File: src/rtl/cmfa_pkg.sv
// ----------------------------------------------------------------------------
// cmfa_pkg
// Shared types and constants of the cube map face addressing pipeline.
// ----------------------------------------------------------------------------
`default_nettype none

package cmfa_pkg;

  // Face codes.
  localparam logic [2:0] FACE_POS_X = 3'd0;
  localparam logic [2:0] FACE_NEG_X = 3'd1;
  localparam logic [2:0] FACE_POS_Y = 3'd2;
  localparam logic [2:0] FACE_NEG_Y = 3'd3;
  localparam logic [2:0] FACE_POS_Z = 3'd4;
  localparam logic [2:0] FACE_NEG_Z = 3'd5;

  // Configuration register map.
  localparam logic [1:0]  REG_FACE_SIZE_ADDR = 2'd0;
  localparam logic [12:0] FACE_SIZE_RESET    = 13'd256;
  localparam int          FACE_SIZE_MAX_DEF  = 4096;

  // Divider layout: quotient bits resolved per pipeline stage.
  localparam int QUO_BITS           = 15;
  localparam int DIV_BITS_PER_STAGE = 3;
  localparam int DIV_STAGES         = QUO_BITS / DIV_BITS_PER_STAGE;

  // One in Q2.14; also the offset that moves a coordinate into 0..2.
  localparam logic [15:0] COORD_ONE = 16'd16384;

  // Result of the major axis selection.
  typedef struct packed {
    logic [2:0]  face;
    logic        invalid;
    logic [15:0] den;
    logic [15:0] mag_u;
    logic        neg_u;
    logic [15:0] mag_v;
    logic        neg_v;
  } cmfa_sel_t;

  // Fields that ride alongside the divider and quantizer.
  typedef struct packed {
    logic [2:0] face;
    logic       invalid;
  } cmfa_side_t;

endpackage

`default_nettype wire

File: src/rtl/cube_map_face_addressing_top.sv
// ----------------------------------------------------------------------------
// cube_map_face_addressing_top
// Maps a Q1.15 direction vector to a cube face, Q2.14 face coordinates and
// clamped pixel indices.
// ----------------------------------------------------------------------------
// Usage:
// A request (dir_x_i, dir_y_i, dir_z_i) is taken at every rising edge at which
// start is high and busy is low. busy is always low, so one request can be
// issued in every cycle with no gaps, and requests are fully independent.
// The result appears on the result ports for exactly one cycle, marked by
// result_valid_o. Results leave in request order, one per request.
// The pipeline consists of two stages of input capture and major
// axis selection, five stages of a restoring divider that resolves three
// quotient bits each, one stage for sign and offset, and two quantizer
// stages (multiply by the face size, then clamp).
// The receiver cannot stall, so nothing is ever held back inside the pipe.
// The APB port holds one register, face_size, at address 0. It is sampled
// continuously and should be written only while no request is in flight.
// Reset clears all pipeline valid bits, so no result strobe fires until new
// requests arrive, and sets face_size to 256.
// ----------------------------------------------------------------------------
`default_nettype none

module cube_map_face_addressing_top #(
  parameter int FACE_SIZE_MAX = cmfa_pkg::FACE_SIZE_MAX_DEF
) (
  input  logic               clk_i,
  input  logic               rst_ni,
  // Request channel.
  input  logic               start,
  output logic               busy,
  input  logic signed [15:0] dir_x_i,
  input  logic signed [15:0] dir_y_i,
  input  logic signed [15:0] dir_z_i,
  // Result channel.
  output logic               result_valid_o,
  output logic [2:0]         face_index_o,
  output logic signed [15:0] coord_u_o,
  output logic signed [15:0] coord_v_o,
  output logic [11:0]        pixel_col_o,
  output logic [11:0]        pixel_row_o,
  output logic               invalid_dir_o,
  // Configuration port.
  input  logic               psel,
  input  logic               penable,
  input  logic               pwrite,
  input  logic [1:0]         paddr,
  input  logic [31:0]        pwdata,
  output logic [31:0]        prdata,
  output logic               pready
);
  import cmfa_pkg::*;

  // Sideband delay covers the divider, the sign stage and the quantizer.
  localparam int SIDE_DEPTH = DIV_STAGES + 3;

  logic        accept;
  logic [12:0] face_size_q;
  logic [12:0] fs_sat;

  // The pipeline never stalls, so every request is taken on arrival.
  assign busy   = 1'b0;
  assign accept = start && !busy;

  // Configuration register.
  assign pready = 1'b1;
  assign prdata = {19'b0, face_size_q};

  always_ff @(posedge clk_i or negedge rst_ni) begin
    if (!rst_ni) begin
      face_size_q <= FACE_SIZE_RESET;
    end else if (psel && penable && pwrite && pready && paddr == REG_FACE_SIZE_ADDR) begin
      face_size_q <= pwdata[12:0];
    end
  end

  // The face size in use is saturated to 1..FACE_SIZE_MAX.
  always_comb begin
    if (face_size_q == 13'd0) begin
      fs_sat = 13'd1;
    end else if (32'(face_size_q) > 32'(FACE_SIZE_MAX)) begin
      fs_sat = 13'(FACE_SIZE_MAX);
    end else begin
      fs_sat = face_size_q;
    end
  end

  // Major axis and face selection.
  logic      sel_valid;
  cmfa_sel_t sel;

  cmfa_face_sel u_face_sel (
    .clk_i   (clk_i),
    .rst_ni  (rst_ni),
    .valid_i (accept),
    .dir_x_i (dir_x_i),
    .dir_y_i (dir_y_i),
    .dir_z_i (dir_z_i),
    .valid_o (sel_valid),
    .sel_o   (sel)
  );

  // One divider lane per face coordinate.
  logic               du_valid, dv_valid;
  logic signed [15:0] du_coord, dv_coord;
  logic [15:0]        du_offset, dv_offset;

  cmfa_div_lane u_div_u (
    .clk_i    (clk_i),
    .rst_ni   (rst_ni),
    .valid_i  (sel_valid),
    .mag_i    (sel.mag_u),
    .den_i    (sel.den),
    .neg_i    (sel.neg_u),
    .zero_i   (sel.invalid),
    .valid_o  (du_valid),
    .coord_o  (du_coord),
    .offset_o (du_offset)
  );

  cmfa_div_lane u_div_v (
    .clk_i    (clk_i),
    .rst_ni   (rst_ni),
    .valid_i  (sel_valid),
    .mag_i    (sel.mag_v),
    .den_i    (sel.den),
    .neg_i    (sel.neg_v),
    .zero_i   (sel.invalid),
    .valid_o  (dv_valid),
    .coord_o  (dv_coord),
    .offset_o (dv_offset)
  );

  // Pixel quantizers; their last stage is the output register.
  logic qu_valid, qv_valid;

  cmfa_quant u_quant_u (
    .clk_i    (clk_i),
    .rst_ni   (rst_ni),
    .valid_i  (du_valid),
    .offset_i (du_offset),
    .coord_i  (du_coord),
    .fs_i     (fs_sat),
    .valid_o  (qu_valid),
    .pixel_o  (pixel_col_o),
    .coord_o  (coord_u_o)
  );

  cmfa_quant u_quant_v (
    .clk_i    (clk_i),
    .rst_ni   (rst_ni),
    .valid_i  (dv_valid),
    .offset_i (dv_offset),
    .coord_i  (dv_coord),
    .fs_i     (fs_sat),
    .valid_o  (qv_valid),
    .pixel_o  (pixel_row_o),
    .coord_o  (coord_v_o)
  );

  // Face and invalid flag follow the coordinates through a plain delay line.
  cmfa_side_t side_q [SIDE_DEPTH];

  always_ff @(posedge clk_i) begin
    side_q[0] <= '{face: sel.face, invalid: sel.invalid};
    for (int i = 1; i < SIDE_DEPTH; i++) begin
      side_q[i] <= side_q[i-1];
    end
  end

  // Both lanes run in lockstep, so either valid would do.
  assign result_valid_o = qu_valid && qv_valid;
  assign face_index_o   = side_q[SIDE_DEPTH-1].face;
  assign invalid_dir_o  = side_q[SIDE_DEPTH-1].invalid;

endmodule

`default_nettype wire

File: src/rtl/cmfa_face_sel.sv
// ----------------------------------------------------------------------------
// cmfa_face_sel
// Input register and major axis / face selection stage.
// ----------------------------------------------------------------------------
`default_nettype none

module cmfa_face_sel (
  input  logic               clk_i,
  input  logic               rst_ni,
  input  logic               valid_i,
  input  logic signed [15:0] dir_x_i,
  input  logic signed [15:0] dir_y_i,
  input  logic signed [15:0] dir_z_i,
  output logic               valid_o,
  output cmfa_pkg::cmfa_sel_t sel_o
);
  import cmfa_pkg::*;

  logic               in_v_q;
  logic signed [15:0] x_q, y_q, z_q;
  logic [15:0]        ax, ay, az;
  logic               x_pos, y_pos, z_pos;
  cmfa_sel_t          sel_d, sel_q;
  logic               out_v_q;

  always_ff @(posedge clk_i or negedge rst_ni) begin
    if (!rst_ni) begin
      in_v_q  <= 1'b0;
      out_v_q <= 1'b0;
    end else begin
      in_v_q  <= valid_i;
      out_v_q <= in_v_q;
    end
  end

  always_ff @(posedge clk_i) begin
    if (valid_i) begin
      x_q <= dir_x_i;
      y_q <= dir_y_i;
      z_q <= dir_z_i;
    end
    sel_q <= sel_d;
  end

  // Magnitudes fit 16 unsigned bits, the most negative input included.
  assign ax = x_q[15] ? 16'(-x_q) : 16'(x_q);
  assign ay = y_q[15] ? 16'(-y_q) : 16'(y_q);
  assign az = z_q[15] ? 16'(-z_q) : 16'(z_q);

  assign x_pos = !x_q[15] && (x_q != 16'sd0);
  assign y_pos = !y_q[15] && (y_q != 16'sd0);
  assign z_pos = !z_q[15] && (z_q != 16'sd0);

  // The sign flags tell whether the face numerator is negative.
  always_comb begin
    sel_d = '0;
    if (ax >= ay && ax >= az) begin
      sel_d.den   = ax;
      sel_d.mag_u = az;
      sel_d.mag_v = ay;
      sel_d.neg_v = y_pos;
      if (x_pos) begin
        sel_d.face  = FACE_POS_X;
        sel_d.neg_u = z_pos;
      end else begin
        sel_d.face  = FACE_NEG_X;
        sel_d.neg_u = z_q[15];
      end
    end else if (ay >= az) begin
      sel_d.den   = ay;
      sel_d.mag_u = ax;
      sel_d.mag_v = az;
      sel_d.neg_u = x_q[15];
      if (y_pos) begin
        sel_d.face  = FACE_POS_Y;
        sel_d.neg_v = z_q[15];
      end else begin
        sel_d.face  = FACE_NEG_Y;
        sel_d.neg_v = z_pos;
      end
    end else begin
      sel_d.den   = az;
      sel_d.mag_u = ax;
      sel_d.mag_v = ay;
      sel_d.neg_v = y_pos;
      if (z_pos) begin
        sel_d.face  = FACE_POS_Z;
        sel_d.neg_u = x_q[15];
      end else begin
        sel_d.face  = FACE_NEG_Z;
        sel_d.neg_u = x_pos;
      end
    end
    sel_d.invalid = (sel_d.den == 16'd0);
  end

  assign valid_o = out_v_q;
  assign sel_o   = sel_q;

endmodule

`default_nettype wire

File: src/rtl/cmfa_div_lane.sv
// ----------------------------------------------------------------------------
// cmfa_div_lane
// Pipelined restoring divider giving one Q2.14 face coordinate.
// ----------------------------------------------------------------------------
`default_nettype none

module cmfa_div_lane (
  input  logic               clk_i,
  input  logic               rst_ni,
  input  logic               valid_i,
  input  logic [15:0]        mag_i,
  input  logic [15:0]        den_i,
  input  logic               neg_i,
  input  logic               zero_i,
  output logic               valid_o,
  output logic signed [15:0] coord_o,
  output logic [15:0]        offset_o
);
  import cmfa_pkg::*;

  localparam int LAST = DIV_STAGES - 1;

  // Dividend is mag * 2^14 plus half the divisor, for rounding half up.
  logic [29:0] num;
  assign num = {mag_i, 14'b0} + {15'b0, den_i[15:1]};

  logic [DIV_STAGES-1:0]               v_q;
  logic [DIV_STAGES-1:0][15:0]         r_q;
  logic [DIV_STAGES-1:0][15:0]         d_q;
  logic [DIV_STAGES-1:0][QUO_BITS-1:0] n_q;
  logic [DIV_STAGES-1:0][QUO_BITS-1:0] qt_q;
  logic [DIV_STAGES-1:0]               neg_q;
  logic [DIV_STAGES-1:0]               zero_q;

  for (genvar s = 0; s < DIV_STAGES; s++) begin : g_stage
    logic                v_in, neg_in, zero_in;
    logic [15:0]         r_in, d_in, r_d;
    logic [QUO_BITS-1:0] n_in, qt_in, n_d, qt_d;
    logic [16:0]         rr;

    if (s == 0) begin : g_first
      assign v_in    = valid_i;
      assign r_in    = {1'b0, num[29:15]};
      assign n_in    = num[14:0];
      assign qt_in   = '0;
      assign d_in    = den_i;
      assign neg_in  = neg_i;
      assign zero_in = zero_i;
    end else begin : g_next
      assign v_in    = v_q[s-1];
      assign r_in    = r_q[s-1];
      assign n_in    = n_q[s-1];
      assign qt_in   = qt_q[s-1];
      assign d_in    = d_q[s-1];
      assign neg_in  = neg_q[s-1];
      assign zero_in = zero_q[s-1];
    end

    // Each step brings down one dividend bit and resolves one quotient bit.
    always_comb begin
      r_d  = r_in;
      n_d  = n_in;
      qt_d = qt_in;
      rr   = '0;
      for (int k = 0; k < DIV_BITS_PER_STAGE; k++) begin
        rr = {r_d, n_d[QUO_BITS-1]};
        if (rr >= {1'b0, d_in}) begin
          r_d  = 16'(rr - {1'b0, d_in});
          qt_d = {qt_d[QUO_BITS-2:0], 1'b1};
        end else begin
          r_d  = rr[15:0];
          qt_d = {qt_d[QUO_BITS-2:0], 1'b0};
        end
        n_d = {n_d[QUO_BITS-2:0], 1'b0};
      end
    end

    always_ff @(posedge clk_i or negedge rst_ni) begin
      if (!rst_ni) begin
        v_q[s] <= 1'b0;
      end else begin
        v_q[s] <= v_in;
      end
    end

    always_ff @(posedge clk_i) begin
      r_q[s]    <= r_d;
      n_q[s]    <= n_d;
      qt_q[s]   <= qt_d;
      d_q[s]    <= d_in;
      neg_q[s]  <= neg_in;
      zero_q[s] <= zero_in;
    end
  end

  // Apply the sign and form coord + 1, which the quantizer scales.
  logic [15:0]        quo;
  logic signed [15:0] coord_d;
  logic [15:0]        offset_d;
  logic               out_v_q;
  logic signed [15:0] coord_q;
  logic [15:0]        offset_q;

  assign quo = {1'b0, qt_q[LAST]};

  always_comb begin
    if (zero_q[LAST]) begin
      coord_d  = '0;
      offset_d = COORD_ONE;
    end else if (neg_q[LAST]) begin
      coord_d  = -$signed(quo);
      offset_d = COORD_ONE - quo;
    end else begin
      coord_d  = $signed(quo);
      offset_d = COORD_ONE + quo;
    end
  end

  always_ff @(posedge clk_i or negedge rst_ni) begin
    if (!rst_ni) begin
      out_v_q <= 1'b0;
    end else begin
      out_v_q <= v_q[LAST];
    end
  end

  always_ff @(posedge clk_i) begin
    coord_q  <= coord_d;
    offset_q <= offset_d;
  end

  assign valid_o  = out_v_q;
  assign coord_o  = coord_q;
  assign offset_o = offset_q;

endmodule

`default_nettype wire

File: src/rtl/cmfa_quant.sv
// ----------------------------------------------------------------------------
// cmfa_quant
// Two-stage pixel quantizer: scale by the face size, then clamp.
// ----------------------------------------------------------------------------
`default_nettype none

module cmfa_quant (
  input  logic               clk_i,
  input  logic               rst_ni,
  input  logic               valid_i,
  input  logic [15:0]        offset_i,
  input  logic signed [15:0] coord_i,
  input  logic [12:0]        fs_i,
  output logic               valid_o,
  output logic [11:0]        pixel_o,
  output logic signed [15:0] coord_o
);

  logic               a_v_q, b_v_q;
  logic [28:0]        prod_d, prod_q;
  logic signed [15:0] a_coord_q, b_coord_q;
  logic [13:0]        pix_raw;
  logic [12:0]        lim;
  logic [13:0]        pix;
  logic [11:0]        pixel_q;

  assign prod_d = 29'(offset_i) * 29'(fs_i);

  // Pixel is the product divided by 2^15, clamped to the last pixel.
  assign pix_raw = prod_q[28:15];
  assign lim     = fs_i - 13'd1;
  assign pix     = (pix_raw > {1'b0, lim}) ? {1'b0, lim} : pix_raw;

  always_ff @(posedge clk_i or negedge rst_ni) begin
    if (!rst_ni) begin
      a_v_q <= 1'b0;
      b_v_q <= 1'b0;
    end else begin
      a_v_q <= valid_i;
      b_v_q <= a_v_q;
    end
  end

  always_ff @(posedge clk_i) begin
    prod_q    <= prod_d;
    a_coord_q <= coord_i;
    pixel_q   <= pix[11:0];
    b_coord_q <= a_coord_q;
  end

  assign valid_o = b_v_q;
  assign pixel_o = pixel_q;
  assign coord_o = b_coord_q;

endmodule

`default_nettype wire

File: config.mk
export PLATFORM = sky130hd
export DESIGN_NAME = cube_map_face_addressing_top
export DESIGN_NICKNAME = d
export VERILOG_FILES = /design/src/rtl/cmfa_pkg.sv /design/src/rtl/cube_map_face_addressing_top.sv /design/src/rtl/cmfa_face_sel.sv /design/src/rtl/cmfa_div_lane.sv /design/src/rtl/cmfa_quant.sv
export SDC_FILE = /design/constraint.sdc
export NUM_CORES = 2
export LEC_CHECK = 0
export ABC_AREA = 1
export BUFFER_PORTS_ARGS = -buffer_cell sky130_fd_sc_hd__buf_2
export CORE_MARGIN = 2
export CORE_UTILIZATION = 45
export CTS_CLUSTER_DIAMETER = 150
export DETAILED_ROUTE_END_ITERATION = 10
export GPL_ROUTABILITY_DRIVEN = 0
export MAX_ROUTING_LAYER = met4
export PLACE_DENSITY_LB_ADDON = 0.1
export SLEW_MARGIN = 20
export SYNTH_ARGS = -nofsm -noshare
export SYNTH_HDL_FRONTEND = slang
export SYNTH_SLANG_ARGS = --single-unit
File: constraint.sdc
create_clock -name clk_i -period 10.2 [get_ports clk_i]
set_clock_uncertainty 0.2 [all_clocks]
set_input_delay 0 -clock clk_i [delete_from_list [all_inputs] [get_ports clk_i]]
set_output_delay 0 -clock clk_i [all_outputs]
set_load 0.03 [all_outputs]
# Word-level counts from Yosys, hierarchy flattened

Memories as Yosys holds them, arrays and structs flattened.
Index checks and enable logic that the tools add are counted.

Add/sub/neg operators: 40
$mul: 2
Magnitude comparators: 36
Multiplexer cells: 79
Bitwise gates (word level): 2
Reduce and logical (&&, ||, !) cells: 18

Operator list:

| cell                                                   | count |
|---|---|
| 2-to-1 mux 16 bit                                      | 33 |
| greater-or-equal comparator 17 x 16 -> 1 bit           | 28 |
| subtractor 16 bit                                      | 28 |
| 2-to-1 mux 50 bit                                      | 2 |
| greater-or-equal comparator 16 bit                     | 5 |
| adder 30 x 15 -> 30 bit                                | 2 |
| multiplier 16 x 13 -> 29 bit                           | 2 |
| negation 16 bit                                        | 3 |
| nonzero test 16 bit                                    | 3 |
| 2-to-1 mux 1 bit                                       | 36 |
| adder 15 x 15 -> 16 bit (first input constant)         | 2 |
| negation 15 -> 16 bit                                  | 2 |
| subtractor 15 x 15 -> 16 bit (first input constant)    | 2 |
| 2-to-1 mux 15 bit                                      | 2 |
| greater-than comparator 14 x 13 -> 1 bit               | 2 |
| 2-to-1 mux 13 bit                                      | 2 |
| 2-to-1 mux 12 bit                                      | 2 |
| logical NOT 16 bit                                     | 1 |
| greater-than comparator 13 bit (second input constant) | 1 |
| logical NOT 13 bit                                     | 1 |
| subtractor 13 x 1 -> 13 bit (second input constant)    | 1 |
| logical AND 1 bit                                      | 7 |
| 2-to-1 mux 3 bit                                       | 2 |
| OR reduction 2 bit                                     | 2 |
| other kinds (3)                                        | 6 |

Bits in registers: 692
Bits in writable memories: 32
Input port bits: 88
Logic and storage cells: 258
Memories kept: 1

Memory list:

| name   | words | bits a word | rd ports | clocked after Yosys merged registers in | write ports | RTL line                            | text |
|---|---|---|---|---|---|---|---|
| side_q | 8     | 4           | 8        | 0                                       | 8           | cube_map_face_addressing_top.sv:162 | `cmfa_side_t side_q [SIDE_DEPTH];` |

# Longest topological paths before layout

Depth after elaboration: 7
Depth in mapped cells: 48
Depth with buffers taken out: 46

# Modules after synthesis

A second synthesis with hierarchy kept.

Cells, all modules: 9330
Area, all modules: 65016.1 µm²

By module, submodules not included:

| module                       | times used | cells an instance | area each (µm²) | seq. area each (µm²) |
|---|---|---|---|---|
| cmfa_div_lane (u_div_u)      | 1          | 3067              | 19817.8         | 4174.0 |
| cmfa_div_lane (u_div_v)      | 1          | 3005              | 19745.2         | 4174.0 |
| cmfa_quant (u_quant_v)       | 1          | 1170              | 8937.3          | 1211.2 |
| cmfa_quant (u_quant_u)       | 1          | 1166              | 8896.0          | 1211.2 |
| cmfa_face_sel                | 1          | 772               | 6039.5          | 2572.5 |
| cube_map_face_addressing_top | 1          | 150               | 1580.3          | 967.2 |

# Worst setup path after synthesis

OpenSTA, ideal clock, no wires.

Path kind: register to register
Start point: reg u_face_sel.sel_q (netlist bit u_face_sel.sel_o[49])
End point: reg u_div_v.r_q (netlist bit u_div_v.g_stage[1].r_in[3])
Library setup time: 0.058 ns
Arrival: 6.069 ns
Data required time: 9.942 ns
Path slack: 3.873 ns
Cell stages (with the launch flop): 40
Buffers on the path: 3
Period minus slack after synthesis: 6.327 ns
Path through: dfxtp_1 ha_1 ha_1 nand3_1 nor3_1 nand2_1 xor2_1 inv_1 ha_1 nand2_1 nor2_1 and2_1 nand3_1 nand3_4 buf_2 o21ai_0 inv_1 ha_1 [4 not listed] nand4_1 nand2_1 nand2_2 nand3_4 buf_6 nand2_1 o21ai_0 ha_1 a21oi_1 nand2_1 nand3_1 nand3_1 nand3_1 o2111ai_1 a21oi_2 clkbuf_1 nand3_1 nand2_1

Longest elaborated chain between the ends: 7

RTL lines:

| item                                                                              | RTL line                                 | text |
|---|---|---|
| start, declared                                                                   | cmfa_face_sel.sv:23                      | `cmfa_sel_t sel_d, sel_q;` |
| start signal, assigned                                                            | cmfa_face_sel.sv:42                      | `sel_q <= sel_d;` |
| adder 30 x 15 -> 30 bit                                                           | cmfa_div_lane.sv:25                      | `assign num = {mag_i, 14'b0} + {15'b0, den_i[15:1]};` |
| subtractor 16 bit or greater-or-equal comparator 16 bit (tied branches)           | cmfa_div_lane.sv:68, cmfa_div_lane.sv:67 |  |
| 2-to-1 mux 16 bit                                                                 | cmfa_div_lane.sv:67                      | `if (rr >= {1'b0, d_in}) begin` |
| subtractor 16 bit or greater-or-equal comparator 17 x 16 -> 1 bit (tied branches) | cmfa_div_lane.sv:68, cmfa_div_lane.sv:67 |  |
| 2-to-1 mux 16 bit                                                                 | cmfa_div_lane.sv:67                      |  |
| subtractor 16 bit or greater-or-equal comparator 17 x 16 -> 1 bit (tied branches) | cmfa_div_lane.sv:68, cmfa_div_lane.sv:67 |  |
| 2-to-1 mux 16 bit (*)                                                             | cmfa_div_lane.sv:67                      |  |
| via u_div_v.g_stage[0].r_d[3]                                                     | cmfa_div_lane.sv:37                      | `logic [15:0] r_in, d_in, r_d;` |
| end signal, assigned by index                                                     | cmfa_div_lane.sv:87                      | `r_q[s] <= r_d;` |
| end, declared                                                                     | cmfa_div_lane.sv:28                      | `logic [DIV_STAGES-1:0][15:0] r_q;` |

The timed path passes the listed nets; every way through them passes the cells marked *.
A chain may end at the register's enable or synchronous reset.

==> summary.txt <==
CP startpoint kind -> flop
Max Root-Sink Buffers -> 3
Maximum frequency from static timing analysis -> 0.124 GHz
Path type of the worst setup path -> reg2reg
Latest clock arrival within the worst-skew pair -> 0.71 ns
Number of ports placed on the die boundary -> 183
Slew Viols, Final -> 0
CP endpoint kind -> flop
Total wirelength of the detailed-routed design -> 185,000 um
Die Area -> 137,000 sq um
CTS H-tree depth -> 3
Height of the die -> 370 um
Most used cell along the critical path -> sky130_fd_sc_hd__nand2_1
Vias -> 56,000
Maximum number of pins on one net before global-route repair -> 67
Yosys warnings -> 0
Number of global-route vias before repair -> 53,700
Post-detail-place hpwl -> 147,000 um
Period utilization -> 79.3%
Average vias per placed instance -> 5.27
Die width -> 370 um
Asr flop ratio synth -> 3.83%
Post-layout minimum cycle time -> 8.09 ns
Minimum hold slack -> 0.0798 ns
Distinct cells, synth -> 74
TritonCTS clock tree -> built
Unrepaired setup endpoints after global routing -> false
Number of buffers added for setup after CTS -> 0
Wire length of the first global-routing pass -> 291,000 um
Initial core utilization -> 45.3%
Post-synthesis area per instance -> 7.01 sq um
Starting DRT DRC Count -> 3,563
DRT antenna net count -> 0
Most frequently used cell type in the post-synthesis netlist -> sky130_fd_sc_hd__nand2_1
Worst endpoint required time -> 10.56 ns
Drt wl/cell -> 17.4 um
CTS Buf Count -> 70
Register area share after synthesis -> 20.9%
Largest driver fanout on the critical path -> 21
Total number of nets in the final design -> 9,916
Seq cells post-synth -> 601
Num Clock Sinks -> 601
Number of port buffers -> 142
DRC -> 0
Total negative slack -> 0 ns
Transition time of the tightest slew-check pin -> 1.01 ns
Total Routing Usage GR -> 27.5%
Remaining global-route overflow -> 0
Length of the first detailed-routing pass in iterations -> 8
Final Hold Viols -> 0
Share of layout cells above drive strength 1 -> 5.20%
Run status -> finished clean
Number of max-capacitance violations reported -> 0
EDFF count, synth -> 48
Leading post-synthesis cells by cell area -> sky130_fd_sc_hd__dfxtp_1 18%, sky130_fd_sc_hd__nand2_1 16%, sky130_fd_sc_hd__ha_1 14%, sky130_fd_sc_hd__fa_1 11%, sky130_fd_sc_hd__inv_1 7.2%
Top FF cell, synth -> sky130_fd_sc_hd__dfxtp_1
Setup violation total in the final timing report -> 0
Standard-cell rows -> 134
Area of the placeable core -> 133,000 sq um
Critical path arrival -> 8.45 ns
Clock-pin slew on the worst setup and hold paths -> 0.06 ns
Commonest cells post-synth -> 2,536 x sky130_fd_sc_hd__nand2_1, 1,159 x sky130_fd_sc_hd__inv_1, 690 x sky130_fd_sc_hd__ha_1
Area growth from synthesis to final layout -> 9.88%
Number of antenna violations at the first check in global routing -> 3
Worst rel slew slack -> 32.0%
Synthesized instance count -> 8,613
Min-delay worst type -> reg2reg
Clock Tree Root -> sky130_fd_sc_hd__clkbuf_16
Cell area after synthesis -> 60,400 sq um
Cell type with the highest aggregate area in the netlist -> sky130_fd_sc_hd__dfxtp_1
Critical Path Slowest Stage Cell -> sky130_fd_sc_hd__o21ai_0
Crit path largest cell delay -> 0.62 ns
Share of the synthesized area in the top cell type -> 17.6%
Count of cells resized by post-cts repair -> 0
[final cells by class]
type | instances | area, sq um
Multi-Input combinational cell | 6655 | 42400
Inverter | 1172 | 4400
Tap cell | 1768 | 2210
Timing Repair Buffer | 304 | 2270
Fill cell | 13500 | 66900
Antenna cell | 1 | 2.50
Clock buffer | 94 | 1960
Clock inverter | 33 | 533
Sequential cell | 601 | 12600
[cells by family (layout without fill, tap and decap cells)]
| logic type | after synthesis | count (layout) | share of synthesized area (%) |
|---|---|---|---|
| AOI/OAI and AO/OA | 1186 | 1186 | 10.9 |
| xor gates and xnor gates | 372 | 372 | 5.41 |
| adders and majority gates | 1024 | 1024 | 25.4 |
| buffers and inverters | 1376 | 1603 | 9.11 |
| DFF | 601 | 601 | 20.9 |
| muxes | 2 | 2 | 0.0373 |
| other | 2 | 22 | 0.0124 |
| and+or+nand+nor | 4050 | 4050 | 28.3 |
[per-stage QoR]
stage	cell area [sq um]	setup slack (ns)	util (%)	instances
after floorplan	60500	3.87	-	8632
after global placement	62500	2.30	46.9	10400
after detailed placement	62500	2.16	46.9	10400
after CTS	66300	2.12	49.7	10600
after global routing	66400	1.34	49.8	10600
final	66400	2.11	49.8	10600
[what timing repair did]
| action | 4_1_cts | 5_1_grt |
|---|---|---|
| endpoints found under the setup margin | 0 | 0 |
| hold endpoints to repair | 133 | 6 |
| hold buffers | 126 | 4 |
[sequential cells by signal, summed over array words and instances, names as in the netlist, 12 cells and up]
name,cells
u_div_u.g_stage.r_in,64
u_div_v.g_stage.d_in,64
u_div_v.g_stage.r_in,64
u_face_sel.sel_o,54
side_q,32
u_div_u.g_stage.qt_in,30
u_div_v.g_stage.qt_in,30
u_div_u.offset_o,16
u_div_v.offset_o,16
u_face_sel.x_q,16
u_face_sel.y_q,16
u_face_sel.z_q,16
u_quant_u.a_coord_q,16
u_quant_u.coord_o,16
u_quant_v.a_coord_q,16
u_quant_v.coord_o,16
u_div_u.qt_q,15
u_div_v.qt_q,15
u_quant_u.prod_q,14
u_quant_v.prod_q,14
face_size_q,13
u_quant_u.pixel_o,12
u_quant_v.pixel_o,12
[critical path: cells and delay by family (launching register included)]
family                     cells  cell delay (ns)
AOI/OAI and AO/OA              7             1.92
adders and majority gates      3             1.21
buffers and inverters          2             0.69
DFF                            1             0.47
and+or+nand+nor               18             3.45
[routing by layer]
metal / GRT usage [%] / vias to the layer above / routed length [um]
met5: - / - / 0
met4: 10.1 / 0 / 7210
met3: 2.89 / 338 / 8890
met2: 46.3 / 1409 / 88200
met1: 33.9 / 26100 / 80700
li1: - / 28200 / -
[worst paths after layout]
check	start	endpoint	slack [ns]	depth (start not counted)
setup / recovery	u_div_v.g_stage[1].d_in[10]$_DFF_P_	u_div_u.g_stage[2].r_in[3]$_DFF_P_	2.11	30
hold / removal	u_div_u.g_stage[3].qt_in[1]$_DFF_P_	u_div_u.g_stage[4].qt_in[4]$_DFF_P_	0.08	0
setup reg to reg	u_div_v.g_stage[1].d_in[10]$_DFF_P_	u_div_u.g_stage[2].r_in[3]$_DFF_P_	2.11	30
hold reg to reg	u_div_u.g_stage[3].qt_in[1]$_DFF_P_	u_div_u.g_stage[4].qt_in[4]$_DFF_P_	0.08	0
max in group asynchronous	rst_ni	u_quant_v.a_v_q$_DFF_PN0_	9.21	4
min in group asynchronous	rst_ni	face_size_q[8]$_DFFE_PN1P_	0.36	3
[layout by cell type, fill, tap and decap left out, types with 13 or more instances in the layout]
| cell type | netlist | layout |
|---|---|---|
| sky130_fd_sc_hd__nand2_1 | 2536 | 2535 |
| sky130_fd_sc_hd__o21ai_1 | 35 | 35 |
| sky130_fd_sc_hd__nor3_1 | 81 | 81 |
| sky130_fd_sc_hd__or2_2 | 37 | 37 |
| sky130_fd_sc_hd__dlygate4sd3_1 | 0 | 129 |
| sky130_fd_sc_hd__o21ai_0 | 390 | 390 |
| sky130_fd_sc_hd__nand2_4 | 13 | 13 |
| sky130_fd_sc_hd__inv_1 | 1159 | 1159 |
| sky130_fd_sc_hd__nor4_1 | 26 | 26 |
| sky130_fd_sc_hd__clkbuf_16 | 0 | 72 |
| sky130_fd_sc_hd__fa_1 | 334 | 334 |
| sky130_fd_sc_hd__buf_4 | 43 | 32 |
| sky130_fd_sc_hd__dfxtp_1 | 530 | 530 |
| sky130_fd_sc_hd__nor2_2 | 6 | 14 |
| sky130_fd_sc_hd__edfxtp_1 | 48 | 48 |
| sky130_fd_sc_hd__a31oi_1 | 24 | 24 |
| sky130_fd_sc_hd__xnor2_1 | 137 | 137 |
| sky130_fd_sc_hd__nand2_2 | 29 | 30 |
| sky130_fd_sc_hd__o21bai_1 | 21 | 21 |
| sky130_fd_sc_hd__nand3_1 | 542 | 542 |
| sky130_fd_sc_hd__clkbuf_1 | 84 | 14 |
| sky130_fd_sc_hd__dfrtp_1 | 22 | 22 |
| sky130_fd_sc_hd__xor2_1 | 234 | 234 |
| sky130_fd_sc_hd__nand4_1 | 115 | 115 |
| sky130_fd_sc_hd__a21boi_0 | 16 | 16 |
| sky130_fd_sc_hd__nand3b_1 | 38 | 38 |
| sky130_fd_sc_hd__o21a_1 | 31 | 31 |
| sky130_fd_sc_hd__ha_1 | 690 | 690 |
| sky130_fd_sc_hd__buf_2 | 40 | 141 |
| sky130_fd_sc_hd__a21o_1 | 42 | 42 |
| sky130_fd_sc_hd__o21ai_2 | 13 | 13 |
| sky130_fd_sc_hd__a21oi_1 | 537 | 537 |
| sky130_fd_sc_hd__nor2_1 | 570 | 562 |
| sky130_fd_sc_hd__conb_1 | 2 | 21 |
Power is not shown: default switching activity piles up to over one toggle a cycle in this logic, so the estimate is an artifact.
